===== src/hdl/rri_pkg.sv =====
`timescale 1ns / 1ps
`default_nettype none

package rri_pkg;

  localparam int FRAC_BITS = 16;
  localparam int IN_W      = 24;
  localparam int OUT_W     = 32;
  localparam int NPTS      = 9;
  localparam int IDX_W     = 4;
  localparam logic [IDX_W-1:0] LAST_IDX = IDX_W'(NPTS - 1);

  localparam int DIFF_W = IN_W + 1;
  localparam int DEN_W  = 29;
  localparam int MAG_W  = DEN_W - 1;
  localparam logic signed [DEN_W-1:0] ONE8 = DEN_W'(8 << FRAC_BITS);

  // reciprocal numerator 2^(2F+3), rounding half of the divisor added on top
  localparam int ONE_POS = 2 * FRAC_BITS + 3;
  localparam int NUM_W   = (2 * FRAC_BITS + 4 > MAG_W) ? 2 * FRAC_BITS + 4 : MAG_W;
  localparam int DIV_BPS    = 2;
  localparam int DIV_STAGES = NUM_W / DIV_BPS;

  localparam int SUM_MW  = NUM_W + 4;
  localparam int SUM_W   = SUM_MW + 1;
  localparam int LO_W    = SUM_MW / 2;
  localparam int HI_W    = SUM_MW - LO_W;
  localparam int PP_LO_W = DIFF_W + LO_W;
  localparam int PP_HI_W = DIFF_W + HI_W;
  localparam int PROD_W  = DIFF_W + SUM_MW + 1;
  localparam int SAT_EXP = 62;
  localparam int CMP_W   = (PROD_W > SAT_EXP + 1) ? PROD_W : SAT_EXP + 1;
  localparam logic [CMP_W-1:0] PROD_LIM = CMP_W'(1) << SAT_EXP;

  localparam int T_MW = SAT_EXP - FRAC_BITS - 1;
  localparam int T_W  = T_MW + 1;

  localparam int N1_W      = ((T_MW + 3 + 7) / 8) * 8;
  localparam int N1_STAGES = N1_W / 8;
  localparam int R_W       = N1_W + 1;
  localparam int N2_W      = ((T_MW + 5 + 7) / 8) * 8;
  localparam int N2_STAGES = N2_W / 8;
  localparam int E_W       = (R_W + 5 > N2_W + 1) ? R_W + 5 : N2_W + 1;

  localparam int REM_W = 4;
  localparam logic [REM_W-1:0] DIV3   = REM_W'(3);
  localparam logic [REM_W-1:0] DIV15  = REM_W'(15);
  localparam logic [REM_W-1:0] HALF3  = REM_W'(1);
  localparam logic [REM_W-1:0] HALF15 = REM_W'(7);

  localparam int SAT_W = N2_W + 1;
  localparam logic signed [SAT_W-1:0] SAT_MAX =
    {{(SAT_W - OUT_W + 1){1'b0}}, {(OUT_W - 1){1'b1}}};
  localparam logic signed [SAT_W-1:0] SAT_MIN =
    {{(SAT_W - OUT_W + 1){1'b1}}, {(OUT_W - 1){1'b0}}};

  typedef struct packed {
    logic                      valid;
    logic [IDX_W-1:0]          idx;
    logic signed [DEN_W-1:0]   den;
    logic signed [DIFF_W-1:0]  diff;
  } issue_t;

  typedef struct packed {
    logic                      valid;
    logic [IDX_W-1:0]          idx;
    logic [NUM_W-1:0]          quo;
    logic                      neg;
    logic                      zero;
    logic signed [DIFF_W-1:0]  diff;
  } sample_t;

  // level order: 0 two intervals, 1 four, 2 eight
  typedef struct packed {
    logic                     valid;
    logic                     pole;
    logic [DIFF_W-1:0]        dmag;
    logic                     dneg;
    logic [2:0][SUM_MW-1:0]   smag;
    logic [2:0]               sneg;
  } sums_t;

  typedef struct packed {
    logic                  valid;
    logic                  pole;
    logic [2:0][T_W-1:0]   t;
  } trap_t;

  // eight steps of restoring division by a small constant
  function automatic logic [REM_W+7:0] cdiv_byte(input logic [REM_W-1:0] rem,
                                                 input logic [7:0] din,
                                                 input logic [REM_W-1:0] k);
    logic [REM_W:0]   r;
    logic [REM_W-1:0] rr;
    logic [7:0]       q;
    rr = rem;
    q  = '0;
    for (int i = 7; i >= 0; i--) begin
      r = {rr, din[i]};
      if (r >= {1'b0, k}) begin
        r    = r - {1'b0, k};
        q[i] = 1'b1;
      end
      rr = r[REM_W-1:0];
    end
    return {rr, q};
  endfunction

  function automatic logic [OUT_W-1:0] sat_out(input logic signed [SAT_W-1:0] v);
    logic signed [SAT_W-1:0] c;
    c = v;
    if (v > SAT_MAX) c = SAT_MAX;
    if (v < SAT_MIN) c = SAT_MIN;
    return c[OUT_W-1:0];
  endfunction

endpackage

`default_nettype wire


===== src/hdl/rri_extrap.sv =====
`timescale 1ns / 1ps
`default_nettype none

module rri_extrap (
  input  wire logic                        clk_i,
  input  wire logic                        rst_ni,
  input  wire logic                        en_i,
  input  wire rri_pkg::trap_t              trap_i,
  output logic                             out_valid_o,
  output logic signed [rri_pkg::OUT_W-1:0] trapezoid_two_o,
  output logic signed [rri_pkg::OUT_W-1:0] trapezoid_four_o,
  output logic signed [rri_pkg::OUT_W-1:0] trapezoid_eight_o,
  output logic signed [rri_pkg::OUT_W-1:0] romberg_estimate_o,
  output logic                             pole_error_o
);

  typedef struct packed {
    logic                                valid;
    logic                                pole;
    logic [2:0][rri_pkg::OUT_W-1:0]      tsat;
    logic [1:0]                          neg;
    logic [1:0][rri_pkg::REM_W-1:0]      rem;
    logic [1:0][rri_pkg::N1_W-1:0]       nq;
  } d3_t;

  typedef struct packed {
    logic                                valid;
    logic                                pole;
    logic [2:0][rri_pkg::OUT_W-1:0]      tsat;
    logic                                neg;
    logic [rri_pkg::REM_W-1:0]           rem;
    logic [rri_pkg::N2_W-1:0]            nq;
  } d15_t;

  typedef struct packed {
    logic                                valid;
    logic                                pole;
    logic [2:0][rri_pkg::OUT_W-1:0]      tsat;
    logic [rri_pkg::OUT_W-1:0]           est;
  } res_t;

  d3_t  d3_q  [rri_pkg::N1_STAGES+1];
  d3_t  d3_d  [rri_pkg::N1_STAGES+1];
  d15_t d15_q [rri_pkg::N2_STAGES+1];
  d15_t d15_d [rri_pkg::N2_STAGES+1];
  res_t res_q, res_d;

  logic signed [rri_pkg::T_W+2:0]   n1 [2];
  logic [rri_pkg::T_W+2:0]          n1m;
  logic signed [rri_pkg::R_W-1:0]   r1, r2;
  logic signed [rri_pkg::E_W-1:0]   n2;
  logic [rri_pkg::E_W-1:0]          n2m;
  logic signed [rri_pkg::N2_W:0]    est;
  logic [rri_pkg::REM_W+7:0]        stp;

  always_comb begin
    // (4*T4 - T2) and (4*T8 - T4), magnitudes with the /3 rounding offset
    d3_d[0].valid = trap_i.valid;
    d3_d[0].pole  = trap_i.pole;
    for (int l = 0; l < 3; l++) begin
      d3_d[0].tsat[l] = rri_pkg::sat_out(rri_pkg::SAT_W'($signed(trap_i.t[l])));
    end
    n1m = '0;
    for (int j = 0; j < 2; j++) begin
      n1[j] = ((rri_pkg::T_W + 3)'($signed(trap_i.t[j+1])) <<< 2)
            - (rri_pkg::T_W + 3)'($signed(trap_i.t[j]));
      n1m = n1[j][rri_pkg::T_W+2] ? $unsigned(-n1[j]) : $unsigned(n1[j]);
      d3_d[0].neg[j] = n1[j][rri_pkg::T_W+2];
      d3_d[0].rem[j] = '0;
      d3_d[0].nq[j]  = rri_pkg::N1_W'(n1m) + rri_pkg::N1_W'(rri_pkg::HALF3);
    end

    stp = '0;
    for (int k = 1; k <= rri_pkg::N1_STAGES; k++) begin
      d3_d[k] = d3_q[k-1];
      for (int j = 0; j < 2; j++) begin
        stp = rri_pkg::cdiv_byte(d3_q[k-1].rem[j], d3_q[k-1].nq[j][rri_pkg::N1_W-1 -: 8],
                                 rri_pkg::DIV3);
        d3_d[k].rem[j] = stp[rri_pkg::REM_W+7:8];
        d3_d[k].nq[j]  = {d3_q[k-1].nq[j][rri_pkg::N1_W-9:0], stp[7:0]};
      end
    end

    // 16*R2 - R1 with the /15 rounding offset
    r1 = d3_q[rri_pkg::N1_STAGES].neg[0]
       ? -$signed(rri_pkg::R_W'(d3_q[rri_pkg::N1_STAGES].nq[0]))
       :  $signed(rri_pkg::R_W'(d3_q[rri_pkg::N1_STAGES].nq[0]));
    r2 = d3_q[rri_pkg::N1_STAGES].neg[1]
       ? -$signed(rri_pkg::R_W'(d3_q[rri_pkg::N1_STAGES].nq[1]))
       :  $signed(rri_pkg::R_W'(d3_q[rri_pkg::N1_STAGES].nq[1]));
    n2  = (rri_pkg::E_W'(r2) <<< 4) - rri_pkg::E_W'(r1);
    n2m = n2[rri_pkg::E_W-1] ? $unsigned(-n2) : $unsigned(n2);
    d15_d[0].valid = d3_q[rri_pkg::N1_STAGES].valid;
    d15_d[0].pole  = d3_q[rri_pkg::N1_STAGES].pole;
    d15_d[0].tsat  = d3_q[rri_pkg::N1_STAGES].tsat;
    d15_d[0].neg   = n2[rri_pkg::E_W-1];
    d15_d[0].rem   = '0;
    d15_d[0].nq    = n2m[rri_pkg::N2_W-1:0] + rri_pkg::N2_W'(rri_pkg::HALF15);

    for (int k = 1; k <= rri_pkg::N2_STAGES; k++) begin
      d15_d[k] = d15_q[k-1];
      stp = rri_pkg::cdiv_byte(d15_q[k-1].rem, d15_q[k-1].nq[rri_pkg::N2_W-1 -: 8],
                               rri_pkg::DIV15);
      d15_d[k].rem = stp[rri_pkg::REM_W+7:8];
      d15_d[k].nq  = {d15_q[k-1].nq[rri_pkg::N2_W-9:0], stp[7:0]};
    end

    est = d15_q[rri_pkg::N2_STAGES].neg
        ? -$signed({1'b0, d15_q[rri_pkg::N2_STAGES].nq})
        :  $signed({1'b0, d15_q[rri_pkg::N2_STAGES].nq});
    res_d.valid = d15_q[rri_pkg::N2_STAGES].valid;
    res_d.pole  = d15_q[rri_pkg::N2_STAGES].pole;
    // a pole forces every estimate to zero
    res_d.tsat  = d15_q[rri_pkg::N2_STAGES].pole ? '0 : d15_q[rri_pkg::N2_STAGES].tsat;
    res_d.est   = d15_q[rri_pkg::N2_STAGES].pole ? '0 : rri_pkg::sat_out(est);
  end

  always_ff @(posedge clk_i or negedge rst_ni) begin
    if (!rst_ni) begin
      for (int k = 0; k <= rri_pkg::N1_STAGES; k++) begin
        d3_q[k].valid <= 1'b0;
      end
      for (int k = 0; k <= rri_pkg::N2_STAGES; k++) begin
        d15_q[k].valid <= 1'b0;
      end
      res_q.valid <= 1'b0;
    end else if (en_i) begin
      for (int k = 0; k <= rri_pkg::N1_STAGES; k++) begin
        d3_q[k] <= d3_d[k];
      end
      for (int k = 0; k <= rri_pkg::N2_STAGES; k++) begin
        d15_q[k] <= d15_d[k];
      end
      res_q <= res_d;
    end
  end

  assign out_valid_o        = res_q.valid;
  assign trapezoid_two_o    = $signed(res_q.tsat[0]);
  assign trapezoid_four_o   = $signed(res_q.tsat[1]);
  assign trapezoid_eight_o  = $signed(res_q.tsat[2]);
  assign romberg_estimate_o = $signed(res_q.est);
  assign pole_error_o       = res_q.pole;

endmodule

`default_nettype wire


===== config.mk =====
export PLATFORM = sky130hd
export DESIGN_NAME = rri_extrap
export DESIGN_NICKNAME = d
export VERILOG_FILES = /design/src/hdl/rri_pkg.sv /design/src/hdl/rri_extrap.sv
export SDC_FILE = /design/constraint.sdc
export NUM_CORES = 2
export LEC_CHECK = 0
export BUFFER_PORTS_ARGS = -buffer_cell sky130_fd_sc_hd__clkbuf_2
export CAP_MARGIN = 20
export CORE_UTILIZATION = 48
export DETAILED_ROUTE_END_ITERATION = 10
export PLACE_DENSITY = 0.66
export SYNTH_ARGS = -nofsm -noshare
export SYNTH_HDL_FRONTEND = slang
export SYNTH_SLANG_ARGS = --single-unit

===== constraint.sdc =====
create_clock -name clk_i -period 11.25 [get_ports clk_i]
set_input_delay 0.5625 -clock clk_i [delete_from_list [all_inputs] [get_ports clk_i]]
set_output_delay 0.5625 -clock clk_i [all_outputs]
set_load 0.05 [all_outputs]

Yosys cells after proc, flatten, opt, wreduce, memory -nomap -nowiden
Cells that the tools add are included.
{"block": "classes", "addsub": 161, "n_mul": 0, "div_mod_pow": 0, "magnitude_cmp": 160, "eq_ne": 0, "shift": 0, "mux": 312, "bitwise_logic": 0, "reduce_logical": 2}
{"op": "two-way mux 4 bit", "count": 149}
{"op": "greater-or-equal comparator 5 x 2 -> 1 bit (second input constant)", "count": 94}
{"op": "subtractor 4 x 2 -> 4 bit (second input constant)", "count": 92}
{"op": "greater-or-equal comparator 5 x 4 -> 1 bit (second input constant)", "count": 55}
{"op": "subtractor 4 bit (second input constant)", "count": 54}
{"op": "two-way mux 32 bit", "count": 5}
{"op": "two-way mux 1 bit", "count": 152}
{"op": "greater-than comparator 46 x 32 -> 1 bit (second input constant)", "count": 3}
{"op": "less-than comparator 46 x 32 -> 1 bit (second input constant)", "count": 3}
{"op": "two-way mux 49 bit", "count": 2}
{"op": "negation 48 -> 49 bit", "count": 2}
{"op": "subtractor 48 x 46 -> 49 bit", "count": 2}
{"op": "adder 48 x 1 -> 48 bit (second input constant)", "count": 2}
{"op": "two-way mux 48 bit", "count": 2}
{"op": "negation 48 bit", "count": 2}
{"op": "greater-than comparator 57 x 32 -> 1 bit (second input constant)", "count": 1}
{"op": "less-than comparator 57 x 32 -> 1 bit (second input constant)", "count": 1}
{"op": "two-way mux 57 bit", "count": 1}
{"op": "negation 56 -> 57 bit", "count": 1}
{"op": "adder 56 x 3 -> 56 bit (second input constant)", "count": 1}
{"op": "two-way mux 56 bit", "count": 1}
{"op": "negation 54 -> 56 bit", "count": 1}
{"op": "subtractor 53 x 49 -> 54 bit", "count": 1}
{"op": "subtractor 1 x 2 -> 3 bit (second input constant)", "count": 2}
{"op": "5 further kinds", "count": 6}
{"block": "word_totals", "register_bits": 2806, "latch_bits": 0, "ramBits": 0, "mem_bits_ro": 0, "in_bits": 143, "output_inout_bits": 130, "wordCells": 770, "mem_count": 0}

Longest topological paths before layout
{"block": "depth", "ltp_word": 16, "ltp_mapped": 44, "ltp_nobuf": 40}

Worst setup path after synthesis
OpenSTA, ideal clock, no wires.
{"block": "synth_path", "path_kind": "in2reg", "from": "input en_i", "to": "register d15_q (netlist bit d15_d[1000]) (enable)", "setup_ns": 3.507, "t_arrival_ns": 62.905, "required_time_ns": 7.743, "path_slack_ns": -55.162, "cell_stages": 3, "cell_sequence": "clkbuf_1 -> buf_1 -> and2_1"}
{"block": "synth_via", "elab_chain_cells": 1}
{"item": "start: declaration", "line_no": "rri_extrap.sv:7", "rtl": "input wire logic en_i,"}
{"item": "AND reduction 2 bit (no source line)"}
{"item": "end signal: indexed assignment", "line_no": "rri_extrap.sv:132", "rtl": "d15_q[k] <= d15_d[k];"}
{"item": "end: declaration", "line_no": "rri_extrap.sv:44", "rtl": "d15_t d15_q [rri_pkg::N2_STAGES+1];"}
Every way passes these cells.
A chain may end at the register's enable or synchronous reset.

==> impl_metrics.json <==
{
  "status": "complete, but fails checks",
  "violations": "DRC",
  "fillCellCount": 21550,
  "finalCritPeriodShare": 0.913,
  "post_cts_buffers": 0,
  "hold_start": "trap_i[13]",
  "regToRegEndpoint": "d3_q[713]",
  "grt_pass1_wl_mm": 407,
  "wl_mm": 262,
  "cts_buffers": 285,
  "cp.required_ns": 11.88,
  "cp-endpoint": "d3_q[713]",
  "yosysUniqueCellTypes": 140,
  "slew_violations": 0,
  "first_pass_iters": 9,
  "p_leak_nw": 49.4,
  "vias": 78095,
  "hold_buffers": 37,
  "r2r_setup_slack_ns": 0.98,
  "start_kind": "flip-flop",
  "power.density_nw_per_um2": 225,
  "syn_inst": 9524,
  "clock-sinks": 2773,
  "rows": 189,
  "clockBufferDepth": 4,
  "drt_drc_violations_left": 36,
  "hold_class": "in -> reg",
  "ys_seq_area_frac": 0.650,
  "final_nets": 10363,
  "arrival_ns": 10.90,
  "synth_edf_count": 2757,
  "dpl-instance-area_um2": 133000,
  "ios": 273,
  "gp_congestion": 0.911,
  "syn_to_final_growth_pct": 11.8,
  "insertion_delay_ns": 0.88,
  "crit_top_cell": "ha_1",
  "dp_cells": 13122,
  "syn-cell-area_um2": 128000,
  "vias_per_cell": 5.71,
  "clkPwrFrac": 0.286,
  "period_needed_ns": 10.27,
  "crit_start": "d3_q[911]",
  "antenna_found_initial": 17,
  "slew-limit-headroom": 0.242,
  "synthFlopType": "edfxtp_1",
  "avgSynthCellArea_um2": 13.4,
  "p_sw_w": 0.0105,
  "path_max_fanout": 12,
  "setup_viol": 0,
  "clkSlewWorstSetupHoldPaths_ns": 0.06,
  "skew_ns": 0.0489,
  "tightestPinTransition_ns": 1.14,
  "r2r_start": "d3_q[911]",
  "die_y_um": 519,
  "multi_input_area_um2": 42400,
  "cpPeakStageDelay_ns": 0.52,
  "finish.instance_area_um2": 143000,
  "cts_tree": "yes",
  "grt_overflow": 0,
  "dieWidth_um": 519,
  "path_class": "reg -> reg",
  "core-area_um2": 265000,
  "ys_ff_latch": 2773,
  "drive_above_1_share": 0.109,
  "rsz0062_at_grt": "false",
  "switching_share": 0.327,
  "dieArea_um2": 269000,
  "layout_common_cells": "edfxtp_1, nand2_1, a21oi_1",
  "track_usage": 0.188,
  "grt_pass1_vias": 74241,
  "cts-resized-gates": 0,
  "internal-power_w": 0.0217,
  "fmax_mhz": 97.4,
  "ys_warn_count": 0,
  "finalNonFillerCells": 13681,
  "cp-end-kind": "flip-flop",
  "share_comb_of_total_power": 0.315,
  "yosys-top-cells-area": "edfxtp_1, xnor2_1, ha_1, a21oi_1, nand2_1",
  "drt-initial-drc-count": 5868,
  "io_buffers": 272,
  "critPathSlowestCell": "edfxtp_1",
  "wire_per_inst_um": 19.2,
  "synth_top_cell_area_share": 0.647,
  "yosysTopAreaCell": "edfxtp_1",
  "maxCapViolations": 0,
  "async_flop_share": 0.00577,
  "layout_commonest_cell": "edfxtp_1",
  "clockRootBuffer": "clkbuf_16",
  "p_seq_frac": 0.399,
  "grt_max_degree": 215,
  "ant_nets": 0,
  "regArea_um2": 83200,
  "reg2reg_depth": 36,
  "setup-tns-final_ns": 0,
  "start_util": 0.483,
  "cts.htree.levels": 5,
  "dp_hpwl_mm": 187,
  "ir_worst_vdd_uv": 210,
  "hold_viol_final": 0
}
critical path, delay by kind of cell, from the launching register on:
kind                     cells  cell delay [ns]
AO/OA/AOI/OAI               12             3.17
XOR/XNOR                     1             0.21
adder cells (fa/ha/maj)      7             2.13
buffers and inverters        3             0.54
flip-flops                   1             0.52
multiplexers                 4             1.16
AND/OR/NAND/NOR              9             2.30
cell usage after synthesis (43+ instances only):
| master | n |
|---|---|
| mux2i_1 | 134 |
| nor2_1 | 465 |
| nand2b_1 | 101 |
| o31ai_1 | 81 |
| nor2b_1 | 175 |
| xor2_1 | 224 |
| o211ai_1 | 100 |
| clkbuf_1 | 226 |
| nor4_1 | 92 |
| a21o_1 | 169 |
| and3_1 | 82 |
| o22ai_1 | 45 |
| mux2_2 | 101 |
| and2_1 | 70 |
| xnor2_1 | 442 |
| or2_2 | 65 |
| inv_1 | 384 |
| ha_1 | 299 |
| a21boi_0 | 43 |
| o21a_1 | 175 |
| or3_1 | 105 |
| nand4_1 | 90 |
| a21oi_1 | 473 |
| a31oi_1 | 105 |
| or4_1 | 67 |
| nor3_1 | 203 |
| o21bai_1 | 56 |
| o21ai_0 | 386 |
| nand3_1 | 212 |
| a211oi_1 | 89 |
| edfxtp_1 | 2757 |
| nand2_1 | 554 |
flip-flops by register name (all words and copies together), names as in the netlist:
signal              count
d15_d                1109
d15_q                 232
d3_d                 1070
d3_q                  232
out_valid_o             1
pole_error_o            1
romberg_estimate_o     32
trapezoid_eight_o      32
trapezoid_four_o       32
trapezoid_two_o        32
area by class of cell:
cell class,instances,share of cell area
Sequential cell,2773,0.581
Multi-Input combinational cell,6088,0.296
Clock buffer,345,0.0520
Tap cell,3533,0.0309
Timing Repair Buffer,385,0.0171
Clock inverter,165,0.0126
Inverter,388,0.0102
Antenna cell,4,0.0000699
per-stage QoR:
step                setup WS [ns]  utilization  hold WS, ns  power (W)
floorplan                   -9.02            -        0.267     0.0211
global placement             1.19        0.503        0.400     0.0226
detailed placement           1.13        0.503        0.405     0.0230
CTS                          1.09        0.539     0.000628     0.0323
global route                0.280        0.540       0.0279     0.0339
finish                      0.984        0.540       0.0561     0.0322
per-layer routing:
metal  part of all wire  track usage  wire length, µm
met1               0.43        0.248           114000
met5            0.00027            0               72
met3              0.046       0.0245            12200
met2               0.48        0.315           126000
met4              0.038       0.0747             9900
power groups by stage:
stage               clock (W)  combinational, W  sequential, W
floorplan                   0           0.00779         0.0133
global route          0.00985            0.0112         0.0129
global placement            0           0.00957         0.0130
finish                0.00921            0.0101         0.0128
CTS                   0.00948            0.0100         0.0128
detailed placement          0           0.00994         0.0131
worst min-delay path by stage:
stage / to / slack (ns) / cells after the start
after global routing: d3_d[1214] / 0.03 / 2
after CTS: d3_d[1139] / 0.0006 / 2
after global placement: d15_d[885] / 0.40 / 0
final: d3_d[1139] / 0.06 / 2
after floorplan: d15_d[1112] / 0.27 / 0
after detailed placement: d15_d[1089] / 0.40 / 0
cells by family after synthesis:
group           share of synthesized area
simple gates                        0.104
buf+inv                            0.0199
fa+ha+maj                          0.0293
other cells                     0.0000293
mux                                0.0203
xor+xnor                           0.0467
flops                               0.650
compound gates                      0.130
Power figures use the tool's default switching activity.
