### src/hdl/rri_pkg.sv
`timescale 1ns / 1ps
`default_nettype none

package rri_pkg;

  localparam int FRAC_BITS = 16;
  localparam int IN_W      = 24;
  localparam int OUT_W     = 32;
  localparam int NPTS      = 9;
  localparam int IDX_W     = 4;
  localparam logic [IDX_W-1:0] LAST_IDX = IDX_W'(NPTS - 1);

  localparam int DIFF_W = IN_W + 1;
  localparam int DEN_W  = 29;
  localparam int MAG_W  = DEN_W - 1;
  localparam logic signed [DEN_W-1:0] ONE8 = DEN_W'(8 << FRAC_BITS);

  // reciprocal numerator 2^(2F+3), rounding half of the divisor added on top
  localparam int ONE_POS = 2 * FRAC_BITS + 3;
  localparam int NUM_W   = (2 * FRAC_BITS + 4 > MAG_W) ? 2 * FRAC_BITS + 4 : MAG_W;
  localparam int DIV_BPS    = 2;
  localparam int DIV_STAGES = NUM_W / DIV_BPS;

  localparam int SUM_MW  = NUM_W + 4;
  localparam int SUM_W   = SUM_MW + 1;
  localparam int LO_W    = SUM_MW / 2;
  localparam int HI_W    = SUM_MW - LO_W;
  localparam int PP_LO_W = DIFF_W + LO_W;
  localparam int PP_HI_W = DIFF_W + HI_W;
  localparam int PROD_W  = DIFF_W + SUM_MW + 1;
  localparam int SAT_EXP = 62;
  localparam int CMP_W   = (PROD_W > SAT_EXP + 1) ? PROD_W : SAT_EXP + 1;
  localparam logic [CMP_W-1:0] PROD_LIM = CMP_W'(1) << SAT_EXP;

  localparam int T_MW = SAT_EXP - FRAC_BITS - 1;
  localparam int T_W  = T_MW + 1;

  localparam int N1_W      = ((T_MW + 3 + 7) / 8) * 8;
  localparam int N1_STAGES = N1_W / 8;
  localparam int R_W       = N1_W + 1;
  localparam int N2_W      = ((T_MW + 5 + 7) / 8) * 8;
  localparam int N2_STAGES = N2_W / 8;
  localparam int E_W       = (R_W + 5 > N2_W + 1) ? R_W + 5 : N2_W + 1;

  localparam int REM_W = 4;
  localparam logic [REM_W-1:0] DIV3   = REM_W'(3);
  localparam logic [REM_W-1:0] DIV15  = REM_W'(15);
  localparam logic [REM_W-1:0] HALF3  = REM_W'(1);
  localparam logic [REM_W-1:0] HALF15 = REM_W'(7);

  localparam int SAT_W = N2_W + 1;
  localparam logic signed [SAT_W-1:0] SAT_MAX =
    {{(SAT_W - OUT_W + 1){1'b0}}, {(OUT_W - 1){1'b1}}};
  localparam logic signed [SAT_W-1:0] SAT_MIN =
    {{(SAT_W - OUT_W + 1){1'b1}}, {(OUT_W - 1){1'b0}}};

  typedef struct packed {
    logic                      valid;
    logic [IDX_W-1:0]          idx;
    logic signed [DEN_W-1:0]   den;
    logic signed [DIFF_W-1:0]  diff;
  } issue_t;

  typedef struct packed {
    logic                      valid;
    logic [IDX_W-1:0]          idx;
    logic [NUM_W-1:0]          quo;
    logic                      neg;
    logic                      zero;
    logic signed [DIFF_W-1:0]  diff;
  } sample_t;

  // level order: 0 two intervals, 1 four, 2 eight
  typedef struct packed {
    logic                     valid;
    logic                     pole;
    logic [DIFF_W-1:0]        dmag;
    logic                     dneg;
    logic [2:0][SUM_MW-1:0]   smag;
    logic [2:0]               sneg;
  } sums_t;

  typedef struct packed {
    logic                  valid;
    logic                  pole;
    logic [2:0][T_W-1:0]   t;
  } trap_t;

  // eight steps of restoring division by a small constant
  function automatic logic [REM_W+7:0] cdiv_byte(input logic [REM_W-1:0] rem,
                                                 input logic [7:0] din,
                                                 input logic [REM_W-1:0] k);
    logic [REM_W:0]   r;
    logic [REM_W-1:0] rr;
    logic [7:0]       q;
    rr = rem;
    q  = '0;
    for (int i = 7; i >= 0; i--) begin
      r = {rr, din[i]};
      if (r >= {1'b0, k}) begin
        r    = r - {1'b0, k};
        q[i] = 1'b1;
      end
      rr = r[REM_W-1:0];
    end
    return {rr, q};
  endfunction

  function automatic logic [OUT_W-1:0] sat_out(input logic signed [SAT_W-1:0] v);
    logic signed [SAT_W-1:0] c;
    c = v;
    if (v > SAT_MAX) c = SAT_MAX;
    if (v < SAT_MIN) c = SAT_MIN;
    return c[OUT_W-1:0];
  endfunction

endpackage

`default_nettype wire

### src/hdl/rri_accum.sv
`timescale 1ns / 1ps
`default_nettype none

module rri_accum (
  input  wire logic              clk_i,
  input  wire logic              rst_ni,
  input  wire logic              en_i,
  input  wire rri_pkg::sample_t  sample_i,
  output rri_pkg::sums_t         sums_o
);

  logic signed [rri_pkg::SUM_W-1:0] acc_q [3];
  logic signed [rri_pkg::SUM_W-1:0] acc_d [3];
  logic                             pole_q, pole_d;
  rri_pkg::sums_t                   sums_q, sums_d;

  logic signed [rri_pkg::NUM_W:0]   s;
  logic signed [rri_pkg::SUM_W-1:0] c1;
  logic [2:0]                       w_one, w_two;
  logic [rri_pkg::SUM_W-1:0]        mag;

  always_comb begin
    s  = sample_i.zero ? '0
       : (sample_i.neg ? -$signed({1'b0, sample_i.quo}) : $signed({1'b0, sample_i.quo}));
    c1 = rri_pkg::SUM_W'(s);
    w_one = 3'b000;
    w_two = 3'b000;
    case (sample_i.idx) inside
      4'd0, 4'd8: w_one = 3'b111;   // end points weigh once at every level
      4'd4:       w_two = 3'b111;
      4'd2, 4'd6: w_two = 3'b110;
      default:    w_two = 3'b100;   // odd points only in the eight-interval sum
    endcase
    pole_d = ((sample_i.idx == '0) ? 1'b0 : pole_q) | sample_i.zero;
    for (int l = 0; l < 3; l++) begin
      acc_d[l] = ((sample_i.idx == '0) ? '0 : acc_q[l])
               + (w_one[l] ? c1 : '0) + (w_two[l] ? (c1 <<< 1) : '0);
    end
    sums_d       = sums_q;
    sums_d.valid = sample_i.valid && (sample_i.idx == rri_pkg::LAST_IDX);
    sums_d.pole  = pole_d;
    sums_d.dneg  = sample_i.diff[rri_pkg::DIFF_W-1];
    sums_d.dmag  = sample_i.diff[rri_pkg::DIFF_W-1] ? $unsigned(-sample_i.diff)
                                                  : $unsigned(sample_i.diff);
    mag = '0;
    for (int l = 0; l < 3; l++) begin
      sums_d.sneg[l] = acc_d[l][rri_pkg::SUM_W-1];
      mag = acc_d[l][rri_pkg::SUM_W-1] ? $unsigned(-acc_d[l]) : $unsigned(acc_d[l]);
      sums_d.smag[l] = mag[rri_pkg::SUM_MW-1:0];
    end
  end

  always_ff @(posedge clk_i or negedge rst_ni) begin
    if (!rst_ni) begin
      sums_q.valid <= 1'b0;
    end else if (en_i) begin
      sums_q <= sums_d;
      if (sample_i.valid) begin
        pole_q <= pole_d;
        for (int l = 0; l < 3; l++) begin
          acc_q[l] <= acc_d[l];
        end
      end
    end
  end

  assign sums_o = sums_q;

endmodule

`default_nettype wire

### config.mk
export PLATFORM = sky130hd
export DESIGN_NAME = rri_accum
export DESIGN_NICKNAME = d
export VERILOG_FILES = /design/src/hdl/rri_pkg.sv /design/src/hdl/rri_accum.sv
export SDC_FILE = /design/constraint.sdc
export NUM_CORES = 1
export LEC_CHECK = 0
export BUFFER_PORTS_ARGS = -buffer_cell sky130_fd_sc_hd__buf_2
export CORE_ASPECT_RATIO = 1.4
export CORE_MARGIN = 1
export CORE_UTILIZATION = 35
export DETAILED_ROUTE_END_ITERATION = 6
export GPL_TIMING_DRIVEN = 0
export SYNTH_ARGS = -nofsm -noshare
export SYNTH_HDL_FRONTEND = slang
export SYNTH_SLANG_ARGS = --single-unit
### constraint.sdc
create_clock -name clk_i -period 11.3 [get_ports clk_i]
set_clock_uncertainty 0.15 [all_clocks]
set_input_delay 1.695 -clock clk_i [delete_from_list [all_inputs] [get_ports clk_i]]
set_output_delay 1.695 -clock clk_i [all_outputs]
set_load 0.005 [all_outputs]
### Word level (Yosys, flattened, before mapping)

Memory sizes are Yosys's and may differ from the RTL's.
Cells that the tools add are included.

* bits in writable memories: 123
* register bits after elaboration: 152
* logic and storage cells: 57
* output and inout port bits: 151
* memories: 1
* input bits: 71

Memories
* acc_q: words 3, width 41, read ports 3, clocked after memory_dff 0, wr ports 3, line rri_accum.sv:12 `logic signed [rri_pkg::SUM_W-1:0] acc_q [3];`

* add/subtract/negate cells: 11
* multiplexer cells: 23
* reductions and logical operators: 7
* bitwise operators: 1
* eq/ne operators: 4

Operators with widths (count)
* $mux W41: 9
* $add A41 B41 Y41: 6
* $mux W40: 3
* $neg A40 Y40: 3
* $mux W37: 2
* $neg A36 Y37: 1
* $neg A25 Y25: 1
* $mux W24: 1
* $mux W3: 3
* $eq A4 B3 Y1 const B: 2
* $eq A4 B2 Y1 const B: 1
* $eq A4 B4 Y1 const B: 1
* $logic_not A4 Y1: 1
* $mux W1: 4
* $reduce_or A2 Y1: 2
* $reduce_and A3 Y1: 1
* $logic_and A1 B1 Y1: 2
* $mux W2: 1
* $reduce_and A2 Y1: 1
* $or A1 B1 Y1: 1

### Logic depth before layout (Yosys ltp)

Gate-level depths: netlist of run 1.

* depth after elaboration: 9
* depth in mapped cells: 25
* mapped depth without buffers: 24

### Worst setup path after synthesis of run 1

Ideal clock, no wire load.

* kind: input to register
* from: input sample_i[38] in the netlist's numbering
* to: register sums_q (netlist bit sums_o[93]), data pin
* setup time: 0.267 ns
* setup slack: 3.764 ns
* path buffers: 1
* data required time: 10.883 ns
* arrival: 7.118 ns
* stages: 23
* cells stage by stage: or3_1 nand2b_1 or2_2 nand2b_1 or4_1 o41ai_1 xor2_1 nor2_1 nand2_1 fa_1 inv_1 ha_1 a21oi_1 inv_1 a2111oi_0 a221o_1 a31oi_1 o41ai_1 mux2i_1 nand4_1 buf_2 o21bai_1 xnor2_1

* word-level cells in the longest chain between the ends: 7
* elaborated cells on any way between the ends: 8
* those cells by class: add/sub (3); mux (5)

RTL lines
* start: declaration: line rri_accum.sv:8 `input wire rri_pkg::sample_t sample_i,`
* $neg A36 Y37: line rri_accum.sv:24 `: (sample_i.neg ? -$signed({1'b0, sample_i.quo}) : $signed({1'b0, sample_i.quo}));`
* $mux W37 (*): line rri_accum.sv:24
* $mux W37 (*): line rri_accum.sv:23 `s = sample_i.zero ? '0`
* $mux W41: line rri_accum.sv:37 `+ (w_one[l] ? c1 : '0) + (w_two[l] ? (c1 <<< 1) : '0);`
* $add A41 B41 Y41: line rri_accum.sv:37
* $add A41 B41 Y41 (*): line rri_accum.sv:37
* $mux W40 (*): line rri_accum.sv:48 `mag = acc_d[l][rri_pkg::SUM_W-1] ? $unsigned(-acc_d[l]) : $unsigned(acc_d[l]);`
* via mag, one bit: line rri_accum.sv:20 `logic [rri_pkg::SUM_W-1:0] mag;`
* end signal: assignment: line rri_accum.sv:57 `sums_q <= sums_d;`
* end: declaration: line rri_accum.sv:15 `rri_pkg::sums_t sums_q, sums_d;`

Mark *: on every way through the listed nets, which the timed path passes. The rest lies on a longest branch.
A chain may end at the register's enable or synchronous reset.

==> results of run 1 <==
Yosys cell counts (29+ instances only):
library cell  count
xnor2_1         149
ha_1            125
o31ai_1          40
nand4_1          40
a21o_1           42
and2_1           37
fa_1            120
o21ai_0         131
xor2_1           92
nor3_1           58
or3_1            29
inv_1           296
nand2_1         402
clkbuf_1         88
nand3_1          43
nor2_1          171
a21oi_1         136
edfxtp_1        274
final timing paths:
| kind | to | slack (ps) | depth (start not counted) | start |
|---|---|---|---|---|
| min in group asynchronous | sums_o[150]$_DFFE_PN0P_ | 700 | 1 | rst_ni |
| max | sums_o[78]$_DFFE_PP_ | 2280 | 25 | sample_i[30] |
| min reg2reg | sums_o[150]$_DFFE_PN0P_ | 390 | 2 | sums_o[150]$_DFFE_PN0P_ |
| min | sums_o[150]$_DFFE_PN0P_ | 390 | 2 | sums_o[150]$_DFFE_PN0P_ |
| max in group asynchronous | sums_o[150]$_DFFE_PN0P_ | 10200 | 1 | rst_ni |
| max reg2reg | sums_o[78]$_DFFE_PP_ | 5840 | 17 | acc_q[0][64]$_DFFE_PP_ |
registers in the layout, summed over array words and instances (netlist names):
| signal | flops |
|---|---|
| pole_q | 1 |
| acc_q | 123 |
| sums_o | 151 |
logic make-up after synthesis:
logic type	share of synthesized area
XOR/XNOR	0.08614
AND/OR/NAND/NOR	0.1861
buffers and inverters	0.06553
multiplexers	0.005440
adder cells (fa/ha/maj)	0.1582
flip-flops	0.3292
AO/OA/AOI/OAI	0.1694
layout make-up:
type / count / area share
multi-input combinational: 2077 / 0.5320
sequential: 275 / 0.2890
timing repair buffer: 225 / 0.04289
tap: 936 / 0.04100
inverter: 297 / 0.03903
clock buffer: 34 / 0.02756
buffer: 115 / 0.01849
clock inverter: 22 / 0.008849
antenna: 14 / 0.001227
metrics by stage:
| step | util | power [µW] | area [µm²] |
|---|---|---|---|
| floorplan | - | 2103 | 25070 |
| global placement | 0.3878 | 2475 | 27340 |
| detailed placement | 0.3898 | 2478 | 27490 |
| CTS | 0.4046 | 3577 | 28530 |
| global route | 0.4046 | 3736 | 28530 |
| finish | 0.4051 | 3549 | 28560 |
power by group:
part / leakage [µW] / internal [µW] / total, µW / switching (µW)
logic: 0.00905 / 416 / 1160 / 749
registers: 0.00256 / 1270 / 1300 / 24.6
clock network: 0.000505 / 616 / 1090 / 471
total: 0.0121 / 2300 / 3550 / 1240
worst max-delay path: stages:
cell	delay, ps
buf_2	130
nor3_1	510
nand4b_1	280
or2_2	400
nand2b_1	210
inv_1	80
nand2_1	110
o31ai_1	260
xor2_1	100
nor2_1	830
nand2_1	640
fa_1	710
inv_1	40
ha_1	360
nand4_1	180
nor3_1	90
nor2b_1	140
a2111oi_1	670
o31ai_1	160
a21oi_1	270
xor2_2	540
inv_2	240
buf_2	280
o21ai_0	140
xnor2_1	110
layer usage:
layer,GRT usage,part of all wire,vias up
met5,0,0.00041,-
met4,0.1254,0.060,6
met3,0.03035,0.046,221
met2,0.4115,0.50,633
met1,0.2666,0.40,10368
li1,-,-,10308
==> impl_results.md, run 1 <==
* Area share of the largest cell type after synthesis at 0.3282
* Tmin final at around 9000 ps
* Max Slew Vio Count at 0
* DRC Markers at 0
* Pre-CTS WS at 1611 ps
* Layout Cells excl Fill at between 3000 and 4000
* DPL Wire Length at 68910 µm
* Via density at 5.391
* Power density over cell area at ~120 nW/µm²
* Worst setup EP type: register
* Cell Rows at 115
* Filler cell count at ~7300
* Largest net degree at the start of global routing at 66
* Maximum VDD drop at 130.5 µV
* Core area at 70510 µm²
* Clk sink count at 275
* Starting Density at 0.3556
* Total GRT Usage at 0.2309
* Final Cycle Share at 0.7978
* # IOs at 222
* WL/cell at 21.24 µm
* Placed cells at approximately 3900
* Critical path required time at 11490 ps
* Post-CTS setup repair buffer count at 0
* H-tree levels at 1
* Critical-path maximum fanout at 10
* Yosys top cell by area: edfxtp_1
* Synthesized flop and latch total at ~280
* Grt ovf at 0
* I/O Buffers at ~220
* Root Driver: clkbuf_16
* Final WS setup at 2284 ps
* Mapped Nets at 3080
* DRT Pass-1 Iters at 5
* Multi-input logic area at between 15000 and 20000 µm²
* Critical setup path kind: in2reg
* Sequential area share after synthesis at 0.3292
* Crit path DAT at 9210 ps
* Avg Cell Area, Syn at 9.071 µm²
* Vias at 21536
* CTS tree: done
* Die outline height at approximately 320 µm
* GPL Wtd Cong at between 0.9 and 1
* Run status: finished clean
* Total CTS buffers at 30
* TNS Setup at 0 ps
* Clock Path Buffers at 3
* Least-Margin Pin Slew at about 1200 ps
* Die area at 72720 µm²
* Commonest non-fill, non-tap cell in the layout: nand2_1
* Clock-pin slew on the worst setup and hold paths at 80 ps
* RSZ-0062 raised after global routing: no
* Distinct cells, synth at around 110
* Area Overhead vs Synth at 13.92%
* Cts repair resizes at 0
* EDFF count, synth at 274
* Fraction of layout cells with a size suffix above 1 at 0.1278
* Hold Violations, Final at 0
* Startpoint Class: input port
* Detailed Route WL at about 85000 µm
* Setup-failing EPs final at 0
* Max Freq at 110.9 MHz
* Synth top area cells: edfxtp_1, fa_1, ha_1
* FFs w/ async S/R, synth at 0.003636
* Vias in the first global route at about 22000
* Slew Limit Headroom at 0.1584
* FF/Latch Area at 8253 µm²
* First-pass GRT wire length at between 100000 and 150000 µm
* Initial DRC count at about 1500
* Synth Instances at ~2800
* Hold-fix buffers, CTS at 0
* MaxCap Viol Count at 0
* DRT antenna net count at 0
* Synthesized area at 25070 µm²
* Final nets at 3337
* Hold Crit Class: reg2reg
* YS warnings at 0
* Hold_ws at 391.8 ps
* Initial antenna violation count at 23
* LEAKAGE at 0.01212 µW
* Clock Latency Late Sink at 620 ps
* Most frequent cells in the layout: nand2_1, inv_1, edfxtp_1
* Ys flop type: edfxtp_1
* Die X-Extent at 228.2 µm
Power figures use the tool's default switching activity.
==> run 2, diff against run 1 <==
- clock period: 11.3 -> 8.5 ns (I/O delays scaled with it)
==> run 2 against run 1 <==
Against the previous run:
- combinational power is 34% higher
- clock power is 32% higher
- routed wire length hardly changed
- critical path depth stayed put
==> impl_results.md, run 2 (synthesized netlist as in run 1, its figures left out) <==
* Run status: finished clean
* Die X-Extent at 228.2 µm
* WL/cell at 21.26 µm
* Critical setup path kind: in2reg
* CTS tree: done
* MaxCap Viol Count at 0
* Layout Cells excl Fill at 3991
* Hold-fix buffers, CTS at 0
* Post-layout util at 0.4058
* Critical-path maximum fanout at 10
* Sw Share at 0.3507
* Largest net degree at the start of global routing at 66
* Most frequent cells in the layout: nand2_1, inv_1, edfxtp_1
* Worst stage delay on the critical path at roughly 640 ps
* Final Cycle Share at 0.9530
* Worst setup EP type: register
* Vias at 21496
* Slew Limit Headroom at 0.2631
* Clock share of power at 0.306
* CP bufs+invs at 5
* Crit path DAT at between 8000 and 9000 ps
* R2r startpoint: acc_q[0][42]$_DFFE_PP_
* First-pass GRT wire length at 128200 µm
* Power density over cell area at 165.0 nW/µm²
* DRT Pass-1 Iters at 5
* Startpoint Class: input port
* DPL Wire Length at a little under 70000 µm
* Total GRT Usage at 0.2309
* Maximum VDD drop at around 170 µV
* Commonest non-fill, non-tap cell in the layout: nand2_1
* Sequential Power Share at 0.365
* Initial DRC count at 1402
* Total CTS buffers at 30
* H-tree levels at 1
* Clk sink count at 275
* Vias in the first global route at between 20000 and 25000
* Max Freq at 123.4 MHz
* Fraction of layout cells with a size suffix above 1 at 0.1317
* Final nets at 3337
* Hold Crit Class: in2async
* CP top delay family: simple AND/OR/NAND/NOR gates
* Tmin final at 8101 ps
* Clock-pin slew on the worst setup and hold paths at ~70 ps
* Grt ovf at 0
* Starting Density at 0.3556
* Hold Violations, Final at 0
* Tot Pwr at 4721 µW
* Root Driver: clkbuf_16
* # IOs at 222
* Critical path required time at 8670 ps
* Clock Path Buffers at 3
* Max reg flops at 151
* I/O Buffers at 219
* R2r setup slk at 3130 ps
* RSZ-0062 raised after global routing: no
* Die outline height at 318.7 µm
* Hold_ws at 279.8 ps
* LEAKAGE at around 0.012 µW
* Max Slew Vio Count at 0
* Least-Margin Pin Slew at 1090 ps
* Int Power at 3066 µW
* GPL Wtd Cong at 0.9888
* Via density at 5.386
* NetSw at 1656 µW
* Clock Latency Late Sink at 620 ps
* Comb pwr share at 0.329
* Setup-failing EPs final at 0
* Filler cell count at 7300
* Detailed Route WL at ~85000 µm
* DRT antenna net count at 0
* Core area at just over 70000 µm²
* Placed cells at 3925
* Cell Rows at 115
* Initial antenna violation count at 23
* Crit. Startpoint: sample_i[36]
* Die area at 72720 µm²
* Reg2reg path depth at 14
* Fin area at 28610 µm²
* Area after DPL at 27490 µm²
* RR Endpoint: sums_o[81]$_DFFE_PP_
* Area Overhead vs Synth at 14.13%
* DRC Markers at 0
* CP max-delay cell: fa_1
[run 2: changes by cell type in the layout (fill, tap and decap cells not counted), sizes merged]
| cell | before | now |
|---|---|---|
| diode | 14 | 10 |
[run 2: cell type report]
type | count | area [µm²] | area share
clock buffers | 34 | 787.0 | 0.02750
flip-flops and latches | 275 | 8253 | 0.2884
multi-input cells | 2077 | 15250 | 0.5331
inverters | 297 | 1115 | 0.03896
repair buffers | 225 | 1225 | 0.04281
clock inverters | 22 | 252.7 | 0.008833
plain buffers | 115 | 530.5 | 0.01854
well taps | 936 | 1171 | 0.04093
diodes | 10 | 25.02 | 0.0008745
[run 2: layer usage]
| layer | vias up | global-route usage | wire length, µm |
|---|---|---|---|
| met5 | - | 0 | 39 |
| li1 | 10317 | - | - |
| met4 | 6 | 0.1265 | 5381 |
| met3 | 233 | 0.03018 | 4398 |
| met2 | 656 | 0.4108 | 41970 |
| met1 | 10284 | 0.2670 | 33060 |
[run 2: power groups by stage]
| stage | clock network, µW | logic (µW) | registers, µW |
|---|---|---|---|
| after detailed placement | 0 | 1540 | 1750 |
| final | 1440 | 1550 | 1720 |
| after global placement | 0 | 1530 | 1760 |
| after CTS | 1480 | 1550 | 1730 |
| after floorplan | 0 | 1030 | 1760 |
| after global routing | 1520 | 1720 | 1730 |
[run 2: worst max path at each step]
stage | end | slack [ps] | cells past startpoint
6_report | sums_o[71]$_DFFE_PP_ | 400 | 25
5_1_grt | sums_o[82]$_DFFE_PP_ | 9 | 24
4_1_cts | sums_o[82]$_DFFE_PP_ | 6 | 24
3_5_place_dp | sums_o[82]$_DFFE_PP_ | -770 | 25
3_3_place_gp | sums_o[82]$_DFFE_PP_ | -1020 | 23
2_1_floorplan | sums_o[93]$_DFFE_PP_ | 1380 | 23
[run 2: through the flow]
step | setup WS [ps] | TNS [ps]
6_report | 399.1 | 0
5_1_grt | 8.997 | 0
4_1_cts | 5.861 | 0
3_5_place_dp | -768.9 | -43500
3_3_place_gp | -1018 | -62300
2_1_floorplan | 1384 | 0
[run 2: repair_timing]
item | CTS | global route
setup endpoints to repair | 24 | 81
pin swaps | 0 | 2
buffers inserted | 0 | 0
cloned | 0 | 0
resized for setup | 2 | 17
[run 2: worst register-to-register path: stages, from the launching register on]
cell and delay [ps]:
edfxtp_1 350, and2_1 150, fa_1 460, ha_1 240, fa_1 440, a211oi_2 390
o21bai_1 200, a211oi_4 490, o21ai_1 270, xor2_1 270, or4_4 560, nor3_2 290
nand4_1 290, o31ai_1 430, xnor2_1 130
